===== config.mk =====
export PLATFORM = sky130hd
export DESIGN_NAME = gamepad_report_remapper
export DESIGN_NICKNAME = d
export VERILOG_FILES = /design/src/rtl/core/grr_pkg.sv /design/src/rtl/core/gamepad_report_remapper.sv
export SDC_FILE = /design/constraint.sdc
export NUM_CORES = 1
export LEC_CHECK = 0
export ABC_AREA = 1
export BUFFER_PORTS_ARGS = -buffer_cell sky130_fd_sc_hd__buf_2
export CAP_MARGIN = 20
export CORE_AREA = 2 2 172 174
export DETAILED_ROUTE_END_ITERATION = 10
export DIE_AREA = 0 0 174 176
export PLACE_DENSITY = 0.81
export SYNTH_ARGS = -nofsm -noshare
export SYNTH_HDL_FRONTEND = slang
export SYNTH_SLANG_ARGS = --single-unit

===== constraint.sdc =====
create_clock -name clk -period 7.9 [get_ports clk]
set_input_delay 0.395 -clock clk [delete_from_list [all_inputs] [get_ports clk]]
set_output_delay 0.395 -clock clk [all_outputs]
set_load 0.005 [all_outputs]

===== src/rtl/core/grr_pkg.sv =====
// Package for the gamepad report remapper: beat layouts, register indexes,
// reset values and button bit positions.
// No dependencies.
`timescale 1ns / 1ps

package grr_pkg;

  // Input beat: tuser = {pad_detached, pad_present}
  localparam int IN_USER_W = 2;
  localparam int IN_PRESENT_BIT = 0;
  localparam int IN_DETACHED_BIT = 1;
  // Input beat: tdata = {right_y, right_x, left_y, left_x, analog_buttons, digital_buttons}
  localparam int IN_DATA_W = 136;

  // Output beat: tdata = {7'b0, reset_request, right_y_byte, right_x_byte, button_word}
  localparam int OUT_DATA_W = 40;
  localparam int OUT_REQ_BIT = 32;

  // Configuration registers
  localparam int CFG_IDX_W = 3;
  localparam int CFG_DATA_W = 15;
  localparam logic [CFG_IDX_W-1:0] REG_QUICK_SAVE     = 3'd0;
  localparam logic [CFG_IDX_W-1:0] REG_PRESS_THRESH   = 3'd1;
  localparam logic [CFG_IDX_W-1:0] REG_COMBO_THRESH   = 3'd2;
  localparam logic [CFG_IDX_W-1:0] REG_LEFT_DEADZONE  = 3'd3;
  localparam logic [CFG_IDX_W-1:0] REG_RIGHT_DEADZONE = 3'd4;
  localparam logic [CFG_IDX_W-1:0] REG_COMBO_POLLS    = 3'd5;

  localparam logic [7:0]  RST_PRESS_THRESH   = 8'h20;
  localparam logic [7:0]  RST_COMBO_THRESH   = 8'h40;
  localparam logic [14:0] RST_LEFT_DEADZONE  = 15'd13000;
  localparam logic [14:0] RST_RIGHT_DEADZONE = 15'd7000;
  localparam logic [4:0]  RST_COMBO_POLLS    = 5'd20;

  localparam logic [15:0] IDLE_WORD   = 16'hFFFF;
  localparam logic [7:0]  CENTER_BYTE = 8'h80;
  localparam logic [4:0]  COUNT_MAX   = 5'd31;

  // Button word bit positions (active low)
  localparam logic [3:0] BTN_START = 4'd3;
  localparam logic [3:0] BTN_UP    = 4'd4;
  localparam logic [3:0] BTN_RIGHT = 4'd5;
  localparam logic [3:0] BTN_DOWN  = 4'd6;
  localparam logic [3:0] BTN_LEFT  = 4'd7;

  // Analog byte indexes
  localparam int ANA_BLACK = 4;
  localparam int ANA_WHITE = 5;
  localparam int ANA_LT    = 6;
  localparam int ANA_RT    = 7;
  localparam int DIG_START = 4;

  typedef logic [3:0] bit_pos_t;
  // digital bit i -> word bit
  localparam bit_pos_t DIG_BIT [8] = '{4'd4, 4'd6, 4'd7, 4'd5, 4'd3, 4'd0, 4'd1, 4'd2};
  // analog byte i -> word bit
  localparam bit_pos_t ANA_BIT [8] = '{4'd14, 4'd13, 4'd15, 4'd12, 4'd11, 4'd10, 4'd8, 4'd9};

  typedef struct packed {
    logic        quick_save;
    logic [7:0]  press_thresh;
    logic [7:0]  combo_thresh;
    logic [14:0] left_dz;
    logic [14:0] right_dz;
    logic [4:0]  combo_polls;
  } cfg_t;

endpackage


===== src/rtl/core/gamepad_report_remapper.sv =====
// Gamepad report remapper: an input beat passes the input register, one level of
// compare logic and the result register; throughput one poll per cycle while the
// output is not stalled. Stick arming and combo count update as each beat
// leaves the input register. rst_n (synchronous) clears both channels' valid flags,
// the arming flags and combo count, and loads register reset values.
`timescale 1ns / 1ps

module gamepad_report_remapper
  import grr_pkg::*;
(
  input  logic                  clk,
  input  logic                  rst_n,
  input  logic                  in_tvalid,
  output logic                  in_tready,
  // lsb up: digital_buttons[7:0], analog_buttons[71:8], left_x[87:72], left_y[103:88],
  //         right_x[119:104], right_y[135:120]
  input  logic [IN_DATA_W-1:0]  in_tdata,
  // lsb up: pad_present, pad_detached
  input  logic [IN_USER_W-1:0]  in_tuser,
  output logic                  out_tvalid,
  input  logic                  out_tready,
  // lsb up: button_word[15:0], right_x_byte[23:16], right_y_byte[31:24],
  //         reset_request[32], zero pad[39:33]
  output logic [OUT_DATA_W-1:0] out_tdata,
  input  logic                  cfg_valid,
  output logic                  cfg_ready,
  input  logic [CFG_IDX_W-1:0]  cfg_index,
  input  logic [CFG_DATA_W-1:0] cfg_data
);

  cfg_t cfg_r;

  logic                 s1_valid_r;
  logic [IN_DATA_W-1:0] s1_data_r;
  logic [IN_USER_W-1:0] s1_user_r;
  logic                 s1_adv;

  logic       left_armed_r, left_armed_nxt;
  logic       right_armed_r, right_armed_nxt;
  logic [4:0] count_r, count_nxt;

  logic [OUT_DATA_W-1:0] out_data_r, out_data_nxt;
  logic                  out_valid_r;

  assign cfg_ready = 1'b1;

  always_ff @(posedge clk) begin
    if (!rst_n) begin
      cfg_r.quick_save   <= 1'b0;
      cfg_r.press_thresh <= RST_PRESS_THRESH;
      cfg_r.combo_thresh <= RST_COMBO_THRESH;
      cfg_r.left_dz      <= RST_LEFT_DEADZONE;
      cfg_r.right_dz     <= RST_RIGHT_DEADZONE;
      cfg_r.combo_polls  <= RST_COMBO_POLLS;
    end else if (cfg_valid) begin
      case (cfg_index)
        REG_QUICK_SAVE:     cfg_r.quick_save   <= cfg_data[0];
        REG_PRESS_THRESH:   cfg_r.press_thresh <= cfg_data[7:0];
        REG_COMBO_THRESH:   cfg_r.combo_thresh <= cfg_data[7:0];
        REG_LEFT_DEADZONE:  cfg_r.left_dz      <= cfg_data[14:0];
        REG_RIGHT_DEADZONE: cfg_r.right_dz     <= cfg_data[14:0];
        REG_COMBO_POLLS:    cfg_r.combo_polls  <= cfg_data[4:0];
        default: ;
      endcase
    end
  end

  // s1 moves on whenever the result register is empty or being drained
  assign s1_adv    = s1_valid_r && (!out_valid_r || out_tready);
  assign in_tready = !s1_valid_r || s1_adv;

  always_ff @(posedge clk) begin
    if (!rst_n) begin
      s1_valid_r <= 1'b0;
    end else if (in_tready) begin
      s1_valid_r <= in_tvalid;
    end
  end

  always_ff @(posedge clk) begin
    if (in_tready && in_tvalid) begin
      s1_data_r <= in_tdata;
      s1_user_r <= in_tuser;
    end
  end

  // field split
  logic               present, detached;
  logic [7:0]         dig;
  logic [63:0]        ana;
  logic signed [16:0] lx, ly, rx, ry;
  logic signed [16:0] ldz, rdz;

  assign detached = s1_user_r[IN_DETACHED_BIT];
  assign present  = s1_user_r[IN_PRESENT_BIT] && !detached;
  assign dig      = s1_data_r[7:0];
  assign ana      = s1_data_r[71:8];
  assign lx       = {s1_data_r[87], s1_data_r[87:72]};
  assign ly       = {s1_data_r[103], s1_data_r[103:88]};
  assign rx       = {s1_data_r[119], s1_data_r[119:104]};
  assign ry       = {s1_data_r[135], s1_data_r[135:120]};
  assign ldz      = {2'b00, cfg_r.left_dz};
  assign rdz      = {2'b00, cfg_r.right_dz};

  function automatic logic in_zone(input logic signed [16:0] x, input logic signed [16:0] y,
                                   input logic signed [16:0] dz);
    in_zone = (x > -dz) && (x < dz) && (y > -dz) && (y < dz);
  endfunction

  function automatic logic [7:0] clamp_byte(input logic signed [9:0] v);
    if (v < 10'sd0) begin
      clamp_byte = 8'd0;
    end else if (v > 10'sd255) begin
      clamp_byte = 8'hFF;
    end else begin
      clamp_byte = v[7:0];
    end
  endfunction

  logic               combo;
  logic               req;
  logic [15:0]        word;
  logic signed [16:0] rxa, rya, rxp, ryp;
  logic signed [8:0]  rxq, ryq;
  logic [7:0]         rxb, ryb;

  always_comb begin
    combo = (ana[ANA_LT*8 +: 8] > cfg_r.combo_thresh) &&
            (ana[ANA_RT*8 +: 8] > cfg_r.combo_thresh) &&
            dig[DIG_START] &&
            (ana[ANA_WHITE*8 +: 8] > cfg_r.combo_thresh);

    if (!present || !combo) begin
      count_nxt = 5'd0;
    end else if (count_r < COUNT_MAX) begin
      count_nxt = count_r + 5'd1;
    end else begin
      count_nxt = count_r;
    end
    req = present && combo && (count_nxt >= cfg_r.combo_polls);

    if (detached) begin
      left_armed_nxt  = 1'b0;
      right_armed_nxt = 1'b0;
    end else if (present) begin
      left_armed_nxt  = left_armed_r || in_zone(lx, ly, ldz);
      right_armed_nxt = right_armed_r || in_zone(rx, ry, rdz);
    end else begin
      left_armed_nxt  = left_armed_r;
      right_armed_nxt = right_armed_r;
    end

    word = IDLE_WORD;
    for (int i = 0; i < 8; i++) begin
      if (dig[i]) word[DIG_BIT[i]] = 1'b0;
      if (!(cfg_r.quick_save && (i == ANA_BLACK || i == ANA_WHITE)) &&
          (ana[i*8 +: 8] > cfg_r.press_thresh)) begin
        word[ANA_BIT[i]] = 1'b0;
      end
    end
    if (left_armed_nxt) begin
      if (ly > ldz)  word[BTN_UP]    = 1'b0;
      if (ly < -ldz) word[BTN_DOWN]  = 1'b0;
      if (lx < -ldz) word[BTN_LEFT]  = 1'b0;
      if (lx > ldz)  word[BTN_RIGHT] = 1'b0;
    end

    // unarmed right stick reads as centered
    rxa = right_armed_nxt ? rx : 17'sd0;
    rya = right_armed_nxt ? ry : 17'sd0;
    if (rxa > rdz)       rxp = rxa - rdz;
    else if (rxa < -rdz) rxp = rxa + rdz;
    else                 rxp = 17'sd0;
    if (rya > rdz)       ryp = rya - rdz;
    else if (rya < -rdz) ryp = rya + rdz;
    else                 ryp = 17'sd0;
    // floor divide by 256
    rxq = rxp[16:8];
    ryq = ryp[16:8];
    rxb = clamp_byte(10'sd128 + {rxq[8], rxq});
    ryb = clamp_byte(10'sd128 - {ryq[8], ryq});

    if (present) begin
      out_data_nxt = {7'd0, req, ryb, rxb, word};
    end else begin
      out_data_nxt = {7'd0, 1'b0, CENTER_BYTE, CENTER_BYTE, IDLE_WORD};
    end
  end

  always_ff @(posedge clk) begin
    if (!rst_n) begin
      left_armed_r  <= 1'b0;
      right_armed_r <= 1'b0;
      count_r       <= 5'd0;
    end else if (s1_adv) begin
      left_armed_r  <= left_armed_nxt;
      right_armed_r <= right_armed_nxt;
      count_r       <= count_nxt;
    end
  end

  always_ff @(posedge clk) begin
    if (!rst_n) begin
      out_valid_r <= 1'b0;
    end else if (!out_valid_r || out_tready) begin
      out_valid_r <= s1_valid_r;
    end
  end

  always_ff @(posedge clk) begin
    if (s1_adv) begin
      out_data_r <= out_data_nxt;
    end
  end

  assign out_tvalid = out_valid_r;
  assign out_tdata  = out_data_r;

endmodule


==> results.tsv <==
metric	value	unit
synthArstFlopShare	0	%
start_util	60.0	%
path_class	reg2reg	
cp_common_cell	nand2_1	
fin_ws	0.942	ns
synth_warnings	0	
syn_avg_cell_area	8.59	µm²
place_area	0.0185	mm²
cts_tree	yes	
final_cells	2686	
status	completed	
seq_power_share	44.3	%
powerDensity	159	mW/mm²
cts_setup_buffers	0	
synth-edff-count	171	
switchingPower	0.933	mW
grt_pass1_wl	84.0	mm
min-delay-path-class	in2reg	
dr.pass1.iters	6	
clkPwrFrac	37.7	%
drc	0	
drive_gt1_share	12.7	%
synth_cell_types	53	
clk_path_buf_depth	3	
dp_cells	2549	
setup.worst_path.end_class	flip-flop	
grt_max_degree	72	
clkLatencyLatePin	0.57	ns
syn_area	0.0171	mm²
die_h	176	µm
clkTransAtPathRegs	0.06	ns
fin_setup_tns	0	ns
wl_per_cell	20.1	µm
p_leak	9.55	nW
htree_levels	1	
finalCritPeriodShare	88.1	%
coreArea	0.0285	mm²
grt-ovfl-total	0	
rsz0062_at_grt	false	
seq_area_frac_synth	37.1	%
synth_cells	1993	
skew	0.0200	ns
arrival	7.25	ns
worst_pin_slew	0.913	ns
relSlewSlack	39.2	%
gp_congestion	1.01	
max-vdd-ir-drop	0.214	mV
track_usage	34.9	%
hold_viol	0	
timing.fmax	0.144	GHz
wl	54.0	mm
ys_seq_elements	232	
grt_pass1_vias	16119	
die_w	174	µm
worstSetupStartpointType	flip-flop	
pin_count	204	
drv_slew	0	
fin_nets	2745	
final_cell_area	0.0203	mm²
p_comb_share	18.1	%
pre_cts_ws	0.418	ns
slowest_stage	ha_1	
switching_share	28.9	%
setup_viol	0	
place_hpwl	38.0	mm
max_stage_delay	0.38	ns
critPathMaxFanout	32	
p_int	2.29	mW
worstPathRequired	8.19	ns
drv_cap	0	
cts_root_buf	clkbuf_16	
drtIter0Drc	1275	
antenna_found_initial	4	
period_minus_slack	6.96	ns
num_vias	15984	
io_buffers	195	
cts_sinks	232	
row_count	62	
antenna_left	0	
fin_util	70.9	%
die-area	0.0306	mm²
syn2layout_area_growth	18.2	%
ys.flop_type	edfxtp_1	
via_per_inst	5.95	
cts_made_buffers	26	
per-layer routing:
layer  track usage, %  vias to the layer above  routed length (µm)
met2             62.4                      851               26400
met4             17.3                        2                2850
met1             40.7                     7430               20600
met5                0                        -                  10
met3             5.71                      205                4070
li1                 -                     7496                   -
sequential cells by signal (all words and copies together) (netlist names):
signal / flops
left_armed_r: 1
out_tvalid: 1
out_tdata: 33
count_r: 5
s1_valid_r: 1
s1_data_r: 136
s1_user_r: 2
right_armed_r: 1
cfg_r: 52
layout make-up:
class / instances / area (µm²)
antenna: 2 / 5.00
clock inverter: 11 / 109
fill: 2186 / 8300
inverter: 273 / 1030
tap: 384 / 480
multi-input combinational: 1459 / 9650
timing repair buffer: 288 / 1890
clock buffer: 37 / 733
sequential: 232 / 6360
power groups by stage:
stage,registers [mW],clock network (mW),logic (mW)
after detailed placement,1.45,0,0.516
final,1.43,1.21,0.582
after global placement,1.45,0,0.495
after global routing,1.43,1.27,0.646
after CTS,1.42,1.21,0.550
after floorplan,1.43,0,0.346
cells by family (layout without fill, tap and decap cells):
logic type,count (synthesis),count (layout),share of synthesized area [%]
AOI/OAI and AO/OA,407,407,13.3
xor gates and xnor gates,40,40,2.05
adders and majority gates,305,305,22.3
buffers and inverters,308,609,6.98
DFF,232,232,37.1
other,2,10,0.0438
and+or+nand+nor,699,699,18.2
cells in the mapped netlist (5+ instances only):
cell type | instances | share of area (%)
nand2_2 | 15 | 0.55
ha_1 | 304 | 22
nand2_1 | 311 | 6.8
a21o_1 | 6 | 0.26
nor4_1 | 13 | 0.47
a21oi_1 | 200 | 5.8
buf_4 | 8 | 0.35
nor2_2 | 7 | 0.26
xor2_1 | 35 | 1.8
o21ai_0 | 115 | 3.4
clkbuf_1 | 21 | 0.46
inv_1 | 269 | 5.9
nor3_1 | 33 | 0.96
nand3_1 | 118 | 3.4
o21bai_1 | 18 | 0.79
or2_2 | 5 | 0.18
edfxtp_1 | 171 | 30
o21a_1 | 7 | 0.31
a211oi_1 | 7 | 0.31
nand3_2 | 5 | 0.29
nand4_1 | 34 | 1.2
dfxtp_1 | 61 | 7.1
o211ai_1 | 31 | 1.4
o221ai_1 | 6 | 0.31
nor2_1 | 144 | 3.2
xnor2_1 | 5 | 0.26
per-stage QoR:
stage / hold slack (ns) / total power [mW]
floorplan: 0.435 / 1.78
global placement: 0.453 / 1.94
detailed placement: 0.456 / 1.96
CTS: 0.000104 / 3.18
global route: -0.00220 / 3.34
finish: 0.0122 / 3.22
worst paths after layout:
check,slack (ns),to,start,cells after the start
min,0.01,s1_data_r[89],in_tdata[89],1
min reg2reg,0.46,cfg_r[3],cfg_r[3],2
max,0.94,out_tdata[23],cfg_r[6],43
max reg2reg,0.94,out_tdata[23],cfg_r[6],43
critical path: cells and delay by family (launching register included):
kind | cells | cell delay (ns)
simple gates | 29 | 3.53
compound gates | 9 | 1.40
fa+ha+maj | 3 | 0.98
flops | 1 | 0.36
xor+xnor | 1 | 0.23
buf+inv | 1 | 0.20
cell usage in the layout (no fill, tap or decap), types with 6 or more instances in the layout:
cell and count:
nor2_2 7, dlygate4sd3_1 87, ha_1 303, conb_1 8, o211ai_1 31, o21a_1 7, xor2_1 34, clkbuf_16 27
a211oi_1 7, nor4_1 12, a21oi_1 199, nand4_1 34, clkbuf_1 8, a21o_1 6, buf_4 6, nand2_1 311
o21bai_1 17, nor3_1 33, o21ai_0 115, dfxtp_1 61, nand2_2 14, nand3_1 118, buf_2 195, o221ai_1 6
edfxtp_1 171, inv_1 268, nor2_1 144
what timing repair did:
action | in CTS | in global routing
gates resized for setup | 0 | 7
hold buffers | 75 | 12
setup endpoints to repair | 0 | 16
hold endpoints to repair | 75 | 12
Note: power is estimated with default switching activity, not from simulation.
